`config.mk`:
```
export PLATFORM = sky130hd
export DESIGN_NAME = sorted_record_table_flat
export DESIGN_NICKNAME = d
export VERILOG_FILES = /design/src/hw/rtl/srt_pkg.sv /design/src/hw/rtl/srt_req_if.sv /design/src/hw/rtl/srt_rsp_if.sv /design/src/hw/rtl/srt_ram.sv /design/src/hw/rtl/sorted_record_table.sv /design/src/flat_wrapper.sv
export SDC_FILE = /design/constraint.sdc
export NUM_CORES = 1
export LEC_CHECK = 0
export BUFFER_PORTS_ARGS = -buffer_cell sky130_fd_sc_hd__buf_2
export CAP_MARGIN = 20
export CORE_ASPECT_RATIO = 0.9
export CORE_MARGIN = 2
export CORE_UTILIZATION = 60
export CTS_BUF_LIST = sky130_fd_sc_hd__clkbuf_8 sky130_fd_sc_hd__clkbuf_16
export CTS_CLUSTER_DIAMETER = 200
export DETAILED_ROUTE_END_ITERATION = 6
export PLACE_DENSITY = 0.77
export SKIP_LAST_GASP = 1
export SYNTH_ARGS = -nofsm -noshare
export SYNTH_HDL_FRONTEND = slang
export SYNTH_SLANG_ARGS = --single-unit
export TNS_END_PERCENT = 10
```
`constraint.sdc`:
```
create_clock -name clk -period 7.06 [get_ports clk]
set_input_delay 0.706 -clock clk [delete_from_list [all_inputs] [get_ports clk]]
set_output_delay 0.706 -clock clk [all_outputs]
set_load 0.005 [all_outputs]
```
`src/hw/rtl/srt_pkg.sv`:
```
// Shared types and constants for the sorted record table.
// Used by the channel interfaces, the record memory and the top level.
package srt_pkg;

  localparam int DEPTH = 32;
  localparam int MAX_OUT = 32;

  localparam int KEY_W = 16;
  localparam int GROUP_W = 16;
  localparam int GRADE_W = 3;
  localparam int NUM_W = 6;

  localparam logic [GRADE_W-1:0] EXTRACT_GRADE_RST = 3'd2;

  localparam logic [1:0] ACT_INSERT = 2'd0;
  localparam logic [1:0] ACT_REMOVE = 2'd1;
  localparam logic [1:0] ACT_FIND = 2'd2;
  localparam logic [1:0] ACT_EXTRACT = 2'd3;

  localparam logic [1:0] ST_DONE = 2'd0;
  localparam logic [1:0] ST_MISS = 2'd1;
  localparam logic [1:0] ST_FULL = 2'd2;
  localparam logic [1:0] ST_EMIT = 2'd3;

  typedef struct packed {
    logic [KEY_W-1:0]   key;
    logic [GROUP_W-1:0] group;
    logic [GRADE_W-1:0] grade;
  } rec_t;

endpackage

```
`src/hw/rtl/srt_req_if.sv`:
```
// Request channel of the sorted record table: valid/ready plus one command.
// Depends on srt_pkg for field widths.
interface srt_req_if;
  logic                         valid;
  logic                         ready;
  logic [1:0]                   action;
  logic [srt_pkg::KEY_W-1:0]    key;
  logic [srt_pkg::GROUP_W-1:0]  group;
  logic [srt_pkg::GRADE_W-1:0]  grade;

  modport source (output valid, action, key, group, grade, input ready);
  modport sink (input valid, action, key, group, grade, output ready);
endinterface

```
`src/hw/rtl/srt_rsp_if.sv`:
```
// Response channel of the sorted record table: valid/ready plus one result.
// Depends on srt_pkg for field widths.
interface srt_rsp_if;
  logic                         valid;
  logic                         ready;
  logic [1:0]                   status;
  logic [srt_pkg::KEY_W-1:0]    out_key;
  logic [srt_pkg::GROUP_W-1:0]  out_group;
  logic [srt_pkg::GRADE_W-1:0]  out_grade;
  logic [srt_pkg::NUM_W-1:0]    removed;
  logic [srt_pkg::NUM_W-1:0]    count;
  logic                         last;

  modport source (output valid, status, out_key, out_group, out_grade, removed, count, last,
                  input ready);
  modport sink (input valid, status, out_key, out_group, out_grade, removed, count, last,
                output ready);
endinterface

```
`src/hw/rtl/srt_ram.sv`:
```
// Record memory: one write port and one read port with registered read data.
// Depends on srt_pkg for the record type.
module srt_ram #(
  parameter int DEPTH = srt_pkg::DEPTH
) (
  input  logic                                     clk,
  input  logic                                     we,
  input  logic [((DEPTH > 1) ? $clog2(DEPTH) : 1)-1:0] waddr,
  input  srt_pkg::rec_t                            wdata,
  input  logic                                     re,
  input  logic [((DEPTH > 1) ? $clog2(DEPTH) : 1)-1:0] raddr,
  output srt_pkg::rec_t                            rdata
);

  srt_pkg::rec_t mem [DEPTH];

  always_ff @(posedge clk) begin
    if (we) begin
      mem[waddr] <= wdata;
    end
  end

  // hold the read data until the next read
  always_ff @(posedge clk) begin
    if (re) begin
      rdata <= mem[raddr];
    end
  end

endmodule

```
`src/hw/rtl/sorted_record_table.sv`:
```
// Sorted record table top level: sequencer, result register and config register.
// Depends on srt_pkg, srt_req_if, srt_rsp_if and srt_ram.
//
// Holds up to DEPTH records (key, group, grade) in ascending key order in one
// memory with a single read and a single write port; every entry visited passes
// through a read state and an execute state (address, then registered data), and
// the request side is not ready until the walk of an item is over. Insert walks
// down from the top, moving each record with a key at or above the new key up one
// place, then writes the new record; a full table gets a full status without a
// walk. Remove and find walk up from the bottom (find stops at the first hit); an
// empty table gets a miss without a walk. Extract makes two walks, one to count
// the matches and one to emit and compact; the second walk is left out when
// nothing matches. Each item gives one result beat, and extract one beat per
// record taken out; a stalled result beat holds the walk. The last beat of an
// item has last set.
module sorted_record_table #(
  parameter int DEPTH = srt_pkg::DEPTH
) (
  input  logic                          clk,
  input  logic                          rst,
  input  logic                          cfg_we,
  input  logic [srt_pkg::GRADE_W-1:0]   cfg_data,
  srt_req_if.sink                       req,
  srt_rsp_if.source                     rsp
);

  localparam int AW = (DEPTH > 1) ? $clog2(DEPTH) : 1;
  localparam int CW = $clog2(DEPTH + 1);
  localparam int CAP = (DEPTH < srt_pkg::MAX_OUT) ? DEPTH : srt_pkg::MAX_OUT;
  localparam int NW = srt_pkg::NUM_W;

  localparam logic [2:0] S_IDLE = 3'd0;
  localparam logic [2:0] S_READ = 3'd1;
  localparam logic [2:0] S_EXEC = 3'd2;
  localparam logic [2:0] S_PUT  = 3'd3;
  localparam logic [2:0] S_FIN  = 3'd4;

  logic [2:0]                  state, state_next;
  logic [CW-1:0]               idx, idx_next;
  logic [CW-1:0]               wr, wr_next;
  logic [CW-1:0]               cnt, cnt_next;
  logic [CW-1:0]               nmatch, nmatch_next;
  logic [CW-1:0]               nemit, nemit_next;
  logic                        pass, pass_next;
  logic [1:0]                  fin_status, fin_status_next;
  srt_pkg::rec_t               fin_rec, fin_rec_next;
  logic [NW-1:0]               fin_removed, fin_removed_next;
  logic [srt_pkg::GRADE_W-1:0] extract_grade;

  logic [1:0]                  act;
  srt_pkg::rec_t               req_rec;

  logic                        out_valid;
  logic [1:0]                  o_status;
  srt_pkg::rec_t               o_rec;
  logic [NW-1:0]               o_removed;
  logic [NW-1:0]               o_count;
  logic                        o_last;

  logic                        load;
  logic [1:0]                  ld_status;
  srt_pkg::rec_t               ld_rec;
  logic [NW-1:0]               ld_removed;
  logic [NW-1:0]               ld_count;
  logic                        ld_last;

  logic                        mem_we;
  logic [AW-1:0]               mem_waddr;
  srt_pkg::rec_t               mem_wdata;
  logic                        mem_re;
  srt_pkg::rec_t               rd_data;

  logic                        accept;
  logic                        slot_free;
  logic                        at_end;

  assign req.ready = (state == S_IDLE);
  assign accept    = req.valid && req.ready;
  assign slot_free = !out_valid || rsp.ready;
  assign at_end    = ((idx + CW'(1)) == cnt);
  assign mem_re    = (state == S_READ);

  srt_ram #(.DEPTH(DEPTH)) u_ram (
    .clk   (clk),
    .we    (mem_we),
    .waddr (mem_waddr),
    .wdata (mem_wdata),
    .re    (mem_re),
    .raddr (idx[AW-1:0]),
    .rdata (rd_data)
  );

  always_comb begin
    logic [CW-1:0] nm_new;
    logic          take;

    nm_new           = nmatch;
    take             = 1'b0;
    state_next       = state;
    idx_next         = idx;
    wr_next          = wr;
    cnt_next         = cnt;
    nmatch_next      = nmatch;
    nemit_next       = nemit;
    pass_next        = pass;
    fin_status_next  = fin_status;
    fin_rec_next     = fin_rec;
    fin_removed_next = fin_removed;
    mem_we           = 1'b0;
    mem_waddr        = wr[AW-1:0];
    mem_wdata        = rd_data;
    load             = 1'b0;
    ld_status        = srt_pkg::ST_DONE;
    ld_rec           = '0;
    ld_removed       = '0;
    ld_count         = NW'(cnt);
    ld_last          = 1'b0;

    case (state)
      S_IDLE: begin
        if (accept) begin
          idx_next         = '0;
          wr_next          = '0;
          nmatch_next      = '0;
          nemit_next       = '0;
          pass_next        = 1'b0;
          fin_rec_next     = '0;
          fin_removed_next = '0;
          fin_status_next  = srt_pkg::ST_DONE;
          if (req.action == srt_pkg::ACT_INSERT) begin
            if (cnt == CW'(DEPTH)) begin
              fin_status_next = srt_pkg::ST_FULL;
              state_next      = S_FIN;
            end else if (cnt == '0) begin
              state_next = S_PUT;
            end else begin
              idx_next   = cnt - CW'(1);
              state_next = S_READ;
            end
          end else if (cnt == '0) begin
            fin_status_next = srt_pkg::ST_MISS;
            state_next      = S_FIN;
          end else begin
            state_next = S_READ;
          end
        end
      end

      S_READ: begin
        state_next = S_EXEC;
      end

      S_EXEC: begin
        case (act)
          srt_pkg::ACT_INSERT: begin
            if (rd_data.key >= req_rec.key) begin
              // move this record up one place and carry on downwards
              mem_we    = 1'b1;
              mem_waddr = AW'(idx + CW'(1));
              if (idx == '0) begin
                wr_next    = '0;
                state_next = S_PUT;
              end else begin
                idx_next   = idx - CW'(1);
                state_next = S_READ;
              end
            end else begin
              wr_next    = idx + CW'(1);
              state_next = S_PUT;
            end
          end

          srt_pkg::ACT_REMOVE: begin
            if (rd_data.group != req_rec.group) begin
              mem_we  = 1'b1;
              wr_next = wr + CW'(1);
            end
            if (at_end) begin
              cnt_next         = wr_next;
              fin_removed_next = NW'(cnt - wr_next);
              fin_status_next  = (cnt == wr_next) ? srt_pkg::ST_MISS : srt_pkg::ST_DONE;
              state_next       = S_FIN;
            end else begin
              idx_next   = idx + CW'(1);
              state_next = S_READ;
            end
          end

          srt_pkg::ACT_FIND: begin
            if (rd_data.key == req_rec.key) begin
              fin_rec_next    = rd_data;
              fin_status_next = srt_pkg::ST_DONE;
              state_next      = S_FIN;
            end else if (at_end) begin
              fin_status_next = srt_pkg::ST_MISS;
              state_next      = S_FIN;
            end else begin
              idx_next   = idx + CW'(1);
              state_next = S_READ;
            end
          end

          default: begin
            if (!pass) begin
              // first walk: count the records to take out
              if (rd_data.grade == extract_grade && nmatch < CW'(CAP)) begin
                nm_new = nmatch + CW'(1);
              end
              nmatch_next = nm_new;
              if (at_end) begin
                idx_next = '0;
                if (nm_new == '0) begin
                  fin_status_next = srt_pkg::ST_MISS;
                  state_next      = S_FIN;
                end else begin
                  pass_next  = 1'b1;
                  state_next = S_READ;
                end
              end else begin
                idx_next   = idx + CW'(1);
                state_next = S_READ;
              end
            end else begin
              take = (rd_data.grade == extract_grade) && (nemit < nmatch);
              // hold while the result register is still occupied
              if (!take || slot_free) begin
                if (take) begin
                  load       = 1'b1;
                  ld_status  = srt_pkg::ST_EMIT;
                  ld_rec     = rd_data;
                  ld_count   = NW'(cnt - nmatch);
                  ld_last    = ((nemit + CW'(1)) == nmatch);
                  nemit_next = nemit + CW'(1);
                end else begin
                  mem_we  = 1'b1;
                  wr_next = wr + CW'(1);
                end
                if (at_end) begin
                  cnt_next   = cnt - nmatch;
                  state_next = S_IDLE;
                end else begin
                  idx_next   = idx + CW'(1);
                  state_next = S_READ;
                end
              end
            end
          end
        endcase
      end

      S_PUT: begin
        mem_we          = 1'b1;
        mem_waddr       = wr[AW-1:0];
        mem_wdata       = req_rec;
        cnt_next        = cnt + CW'(1);
        fin_status_next = srt_pkg::ST_DONE;
        state_next      = S_FIN;
      end

      S_FIN: begin
        if (slot_free) begin
          load       = 1'b1;
          ld_status  = fin_status;
          ld_rec     = fin_rec;
          ld_removed = fin_removed;
          ld_count   = NW'(cnt);
          ld_last    = 1'b1;
          state_next = S_IDLE;
        end
      end

      default: begin
        state_next = S_IDLE;
      end
    endcase
  end

  always_ff @(posedge clk) begin
    if (rst) begin
      state         <= S_IDLE;
      cnt           <= '0;
      out_valid     <= 1'b0;
      extract_grade <= srt_pkg::EXTRACT_GRADE_RST;
    end else begin
      state <= state_next;
      cnt   <= cnt_next;
      if (load) begin
        out_valid <= 1'b1;
      end else if (rsp.ready) begin
        out_valid <= 1'b0;
      end
      if (cfg_we) begin
        extract_grade <= cfg_data;
      end
    end
  end

  always_ff @(posedge clk) begin
    idx         <= idx_next;
    wr          <= wr_next;
    nmatch      <= nmatch_next;
    nemit       <= nemit_next;
    pass        <= pass_next;
    fin_status  <= fin_status_next;
    fin_rec     <= fin_rec_next;
    fin_removed <= fin_removed_next;
    if (accept) begin
      act           <= req.action;
      req_rec.key   <= req.key;
      req_rec.group <= req.group;
      req_rec.grade <= req.grade;
    end
    if (load) begin
      o_status  <= ld_status;
      o_rec     <= ld_rec;
      o_removed <= ld_removed;
      o_count   <= ld_count;
      o_last    <= ld_last;
    end
  end

  assign rsp.valid     = out_valid;
  assign rsp.status    = o_status;
  assign rsp.out_key   = o_rec.key;
  assign rsp.out_group = o_rec.group;
  assign rsp.out_grade = o_rec.grade;
  assign rsp.removed   = o_removed;
  assign rsp.count     = o_count;
  assign rsp.last      = o_last;

`ifndef ASSERT_OFF
  a_cnt_bound: assert property (@(posedge clk) disable iff (rst)
    cnt <= CW'(DEPTH))
    else $error("entry count above table depth");

  a_full_keeps: assert property (@(posedge clk) disable iff (rst)
    (accept && req.action == srt_pkg::ACT_INSERT && cnt == CW'(DEPTH)) |=> cnt == $past(cnt))
    else $error("insert into a full table changed the count");

  a_compact_behind: assert property (@(posedge clk) disable iff (rst)
    (state == S_EXEC && act != srt_pkg::ACT_INSERT) |-> wr <= idx)
    else $error("compaction write pointer ahead of read pointer");

  a_full_count: assert property (@(posedge clk) disable iff (rst)
    (out_valid && o_status == srt_pkg::ST_FULL) |-> o_count == NW'(DEPTH))
    else $error("table full reported with a count below depth");
`endif

endmodule
```
`src/flat_wrapper.sv`:
```
// flat-port wrapper written by rule: the top's interface ports become plain ports
module sorted_record_table_flat 
#(
  parameter int DEPTH = srt_pkg::DEPTH
)
  (clk, rst, cfg_we, cfg_data, req_valid, req_action, req_key, req_group, req_grade, req_ready, rsp_valid, rsp_status, rsp_out_key, rsp_out_group, rsp_out_grade, rsp_removed, rsp_count, rsp_last, rsp_ready);
  srt_req_if req_i ();
  srt_rsp_if rsp_i ();
  input  logic clk;
  input  logic rst;
  input  logic cfg_we;
  input  logic [srt_pkg::GRADE_W-1:0] cfg_data;
  input wire logic [$bits(req_i.valid)-1:0] req_valid;
  input wire logic [$bits(req_i.action)-1:0] req_action;
  input wire logic [$bits(req_i.key)-1:0] req_key;
  input wire logic [$bits(req_i.group)-1:0] req_group;
  input wire logic [$bits(req_i.grade)-1:0] req_grade;
  output wire logic [$bits(req_i.ready)-1:0] req_ready;
  output wire logic [$bits(rsp_i.valid)-1:0] rsp_valid;
  output wire logic [$bits(rsp_i.status)-1:0] rsp_status;
  output wire logic [$bits(rsp_i.out_key)-1:0] rsp_out_key;
  output wire logic [$bits(rsp_i.out_group)-1:0] rsp_out_group;
  output wire logic [$bits(rsp_i.out_grade)-1:0] rsp_out_grade;
  output wire logic [$bits(rsp_i.removed)-1:0] rsp_removed;
  output wire logic [$bits(rsp_i.count)-1:0] rsp_count;
  output wire logic [$bits(rsp_i.last)-1:0] rsp_last;
  input wire logic [$bits(rsp_i.ready)-1:0] rsp_ready;
  assign req_i.valid = req_valid;
  assign req_i.action = req_action;
  assign req_i.key = req_key;
  assign req_i.group = req_group;
  assign req_i.grade = req_grade;
  assign req_ready = req_i.ready;
  assign rsp_valid = rsp_i.valid;
  assign rsp_status = rsp_i.status;
  assign rsp_out_key = rsp_i.out_key;
  assign rsp_out_group = rsp_i.out_group;
  assign rsp_out_grade = rsp_i.out_grade;
  assign rsp_removed = rsp_i.removed;
  assign rsp_count = rsp_i.count;
  assign rsp_last = rsp_i.last;
  assign rsp_i.ready = rsp_ready;
  sorted_record_table #(.DEPTH(DEPTH)) u_core (.clk(clk), .rst(rst), .cfg_we(cfg_we), .cfg_data(cfg_data), .req(req_i), .rsp(rsp_i));
endmodule
```
==> results.cfg <==
[setup_path]
slowest_delay_ns = 0.87
slowest_stage = nor2_4
cp_max_fo = 20
arrival_ns = 4.94
critPathRequiredTime_ns = 7.48
cp_cell_sequence = inv_1 -> ha_1 -> inv_1 -> nor3_1 -> o31ai_1 -> o211ai_1 -> nand2_1 -> nor2_4 -> buf_16
worstSetupPathType = reg -> reg
cpMostUsedCell = inv_1
r2r_slack_ns = 2.54
crit_path_start_kind = register
end_kind = register
rr_worst_depth = 9

[timing]
worstMarginPinSlew_ns = 1.08
slew_headroom = 0.281
rsz0062_at_grt = no
finalHoldViolCount = 0
fin_skew_ns = 0.0700
min_period_over_period = 0.640
slew_violations = 0
tns_ns = 0
fmax_ghz = 0.221
period_needed_ns = 4.52
setup_viol = 0

[placement]
port_buffers = 96
place_hpwl_mm = 77.0
gp_congestion = 0.924
placed_area_mm2 = 0.0554

[clocking]
clk_path_buf_depth = 3
cts-resized-gates = 0
cts-root-buf = clkbuf_16
cts_hold_buf = 0
clk_pin_slew_ns = 0.07
htree_levels = 3
cts_num_sinks = 1323
post_cts_buffers = 0
clk_latency_ns = 0.73
cts_tree = done
cts_buffers = 120

[synthesis]
syn_area_mm2 = 0.0531
synthCells = 2572
avgSynthCellArea_um2 = 20.7
synthXorXnorAreaFrac = 0.0130
synthTopCellsByCount = 1310 x edfxtp_1, 350 x mux4_2, 116 x nand2_1, 95 x nor2_1, 85 x clkbuf_1
muxShareOfSynthArea = 0.160
synth_top_area_frac = 0.741
yosysMostFrequentCell = edfxtp_1
synth_edf_count = 1310
ys_seq_elements = 1323
synthAdderAreaFrac = 0.0114
synth_compound_area_frac = 0.0247
ys_types = 68
yosysTopAreaCell = edfxtp_1
synthTopCellsByArea = edfxtp_1 74%, mux4_2 15%, ha_1 1.1%, mux2_2 0.93%, xnor2_1 0.87%
synthArstFlopShare = 0
syn_nets = 2664
synth_simple_gate_area_frac = 0.0321
ys.flop_type = edfxtp_1
synth_top_family_by_area = multiplexers
seq_area_frac_synth = 0.746
yosysWarnings = 0

[floorplan]
io-pin-count = 97
die_y_um = 286
dieArea_mm2 = 0.0909
die_w_um = 318
start_util = 0.605
core_area_mm2 = 0.0878
row_count = 103

[routing]
drt_iter0_markers = 3462
first_pass_iters = 6
vias = 27100
wl_met2_mm = 69.8
wl_per_cell_um = 33.3
highest_layer = met5
vias_per_cell = 6.76
wl_met1_mm = 48.0
ant_nets = 0
drc = 0
routed_wl_mm = 134
wl_met3_mm = 9.97

[power_and_ir_drop]
ir_drop_v = 0.000230
p_total_w = 0.0180
power_density_mw_per_mm2 = 299
p_leak_nw = 19.5

[global_routing]
overflow = 0
antenna_found_initial = 5
grt_max_degree = 147
grt.total_usage = 0.295
first_global_vias = 27300
grt_pass1_wl_mm = 193

[layout]
area_growth_syn_to_layout_pct = 13.8
n_fill_cell = 5160
fin_area_mm2 = 0.0604
final_nets = 2836
drive_above_1_share = 0.289

[worst_hold_path]
min_path_cells = 1
worstHoldPathType = in -> reg

[status]
status = finished, final reports clean

[job]
drv_cap = 0
per-stage QoR:
step / util / worst slack (ns) / hold WS [ns] / cells
finish: 0.689 / 2.54 / 0.153 / 4007
global route: 0.689 / 2.39 / 0.132 / 4005
CTS: 0.680 / 2.47 / 0.124 / 3970
detailed placement: 0.631 / 2.50 / 0.502 / 3743
global placement: 0.628 / 2.56 / 0.500 / 3730
floorplan: - / 2.65 / 0.482 / 2572
layout by cell type (no fill, tap or decap), types with 24 or more instances in the layout:
cell	Yosys	routed
xnor2_1	53	53
clkinv_1	0	26
buf_12	0	32
mux4_2	350	350
o21ai_0	43	26
nor2_4	0	32
buf_4	1	40
clkinv_2	0	26
and2_1	45	45
buf_2	32	96
inv_1	43	54
a22o_1	35	35
a21oi_1	37	37
bufinv_16	0	24
ha_1	45	45
clkbuf_16	0	120
nor2_1	95	63
nand3_1	24	24
mux2_2	44	44
edfxtp_1	1310	1310
nand2_1	116	115
metal layers:
| metal | global-route usage | up-vias |
|---|---|---|
| met2 | 0.511 | 1580 |
| li1 | - | 10900 |
| met1 | 0.382 | 14300 |
| met3 | 0.0449 | 260 |
| met5 | 0 | - |
| met4 | 0.115 | 2 |
critical path, delay by kind of cell, from the launching register on:
family / cells / cell delay [ns]
AO/OA/AOI/OAI: 2 / 0.47
adder cells (fa/ha/maj): 1 / 0.46
buffers and inverters: 3 / 0.61
flip-flops: 1 / 0.44
AND/OR/NAND/NOR: 3 / 2.25
sequential cells by signal (all words and copies together), names as in the netlist, 6 cells and up:
register              count
u_core.rsp.out_key       16
u_core.fin_rec           35
u_core.idx                6
u_core.cnt                6
u_core.nmatch             6
u_core.rsp.removed        6
u_core.nemit              6
u_core.u_ram.rdata       35
u_core.req_rec           35
u_core.wr                 6
u_core.rsp.count          6
u_core.fin_removed        6
u_core.rsp.out_group     16
u_core.u_ram.mem       1120
worst paths after layout:
| kind | start | endpoint |
|---|---|---|
| hold reg to reg | u_core.fin_removed[4]$_SDFFCE_PN0P_ | u_core.rsp.removed[4]$_SDFFCE_PN0P_ |
| setup / recovery | u_core.act[1]$_DFFE_PP_ | u_core.u_ram.mem[17][12]$_DFFE_PP_ |
| hold / removal | req_group[0] | u_core.req_rec[3]$_DFFE_PP_ |
| setup reg to reg | u_core.act[1]$_DFFE_PP_ | u_core.u_ram.mem[17][12]$_DFFE_PP_ |
report_power, final:
| part | switching [W] | total [W] | leakage (nW) | internal [W] |
|---|---|---|---|---|
| combinational | 0.00123 | 0.00216 | 5.36 | 0.000924 |
| sequential | 0.0000917 | 0.00891 | 12.0 | 0.00882 |
| clock | 0.00296 | 0.00698 | 2.13 | 0.00402 |
| total | 0.00429 | 0.0180 | 19.5 | 0.0138 |
kinds of logic (layout without fill, tap and decap cells):
kind of cell,count (synthesis),in the layout
buffers and inverters,179,456
muxes,404,404
xor gates and xnor gates,72,72
DFF,1323,1323
adders and majority gates,47,47
AOI/OAI and AO/OA,191,191
other,0,3
and+or+nand+nor,356,356
final cells by class:
type	count	area, µm²	area share
clock inverters	105	1260	0.0208
flip-flops and latches	1323	39600	0.655
multi-input cells	1070	13100	0.216
inverters	43	161	0.00267
diodes	3	7.51	0.000124
well taps	1155	1450	0.0239
clock buffers	122	3030	0.0501
repair buffers	186	1880	0.0311
(Power assumes the default switching activity.)
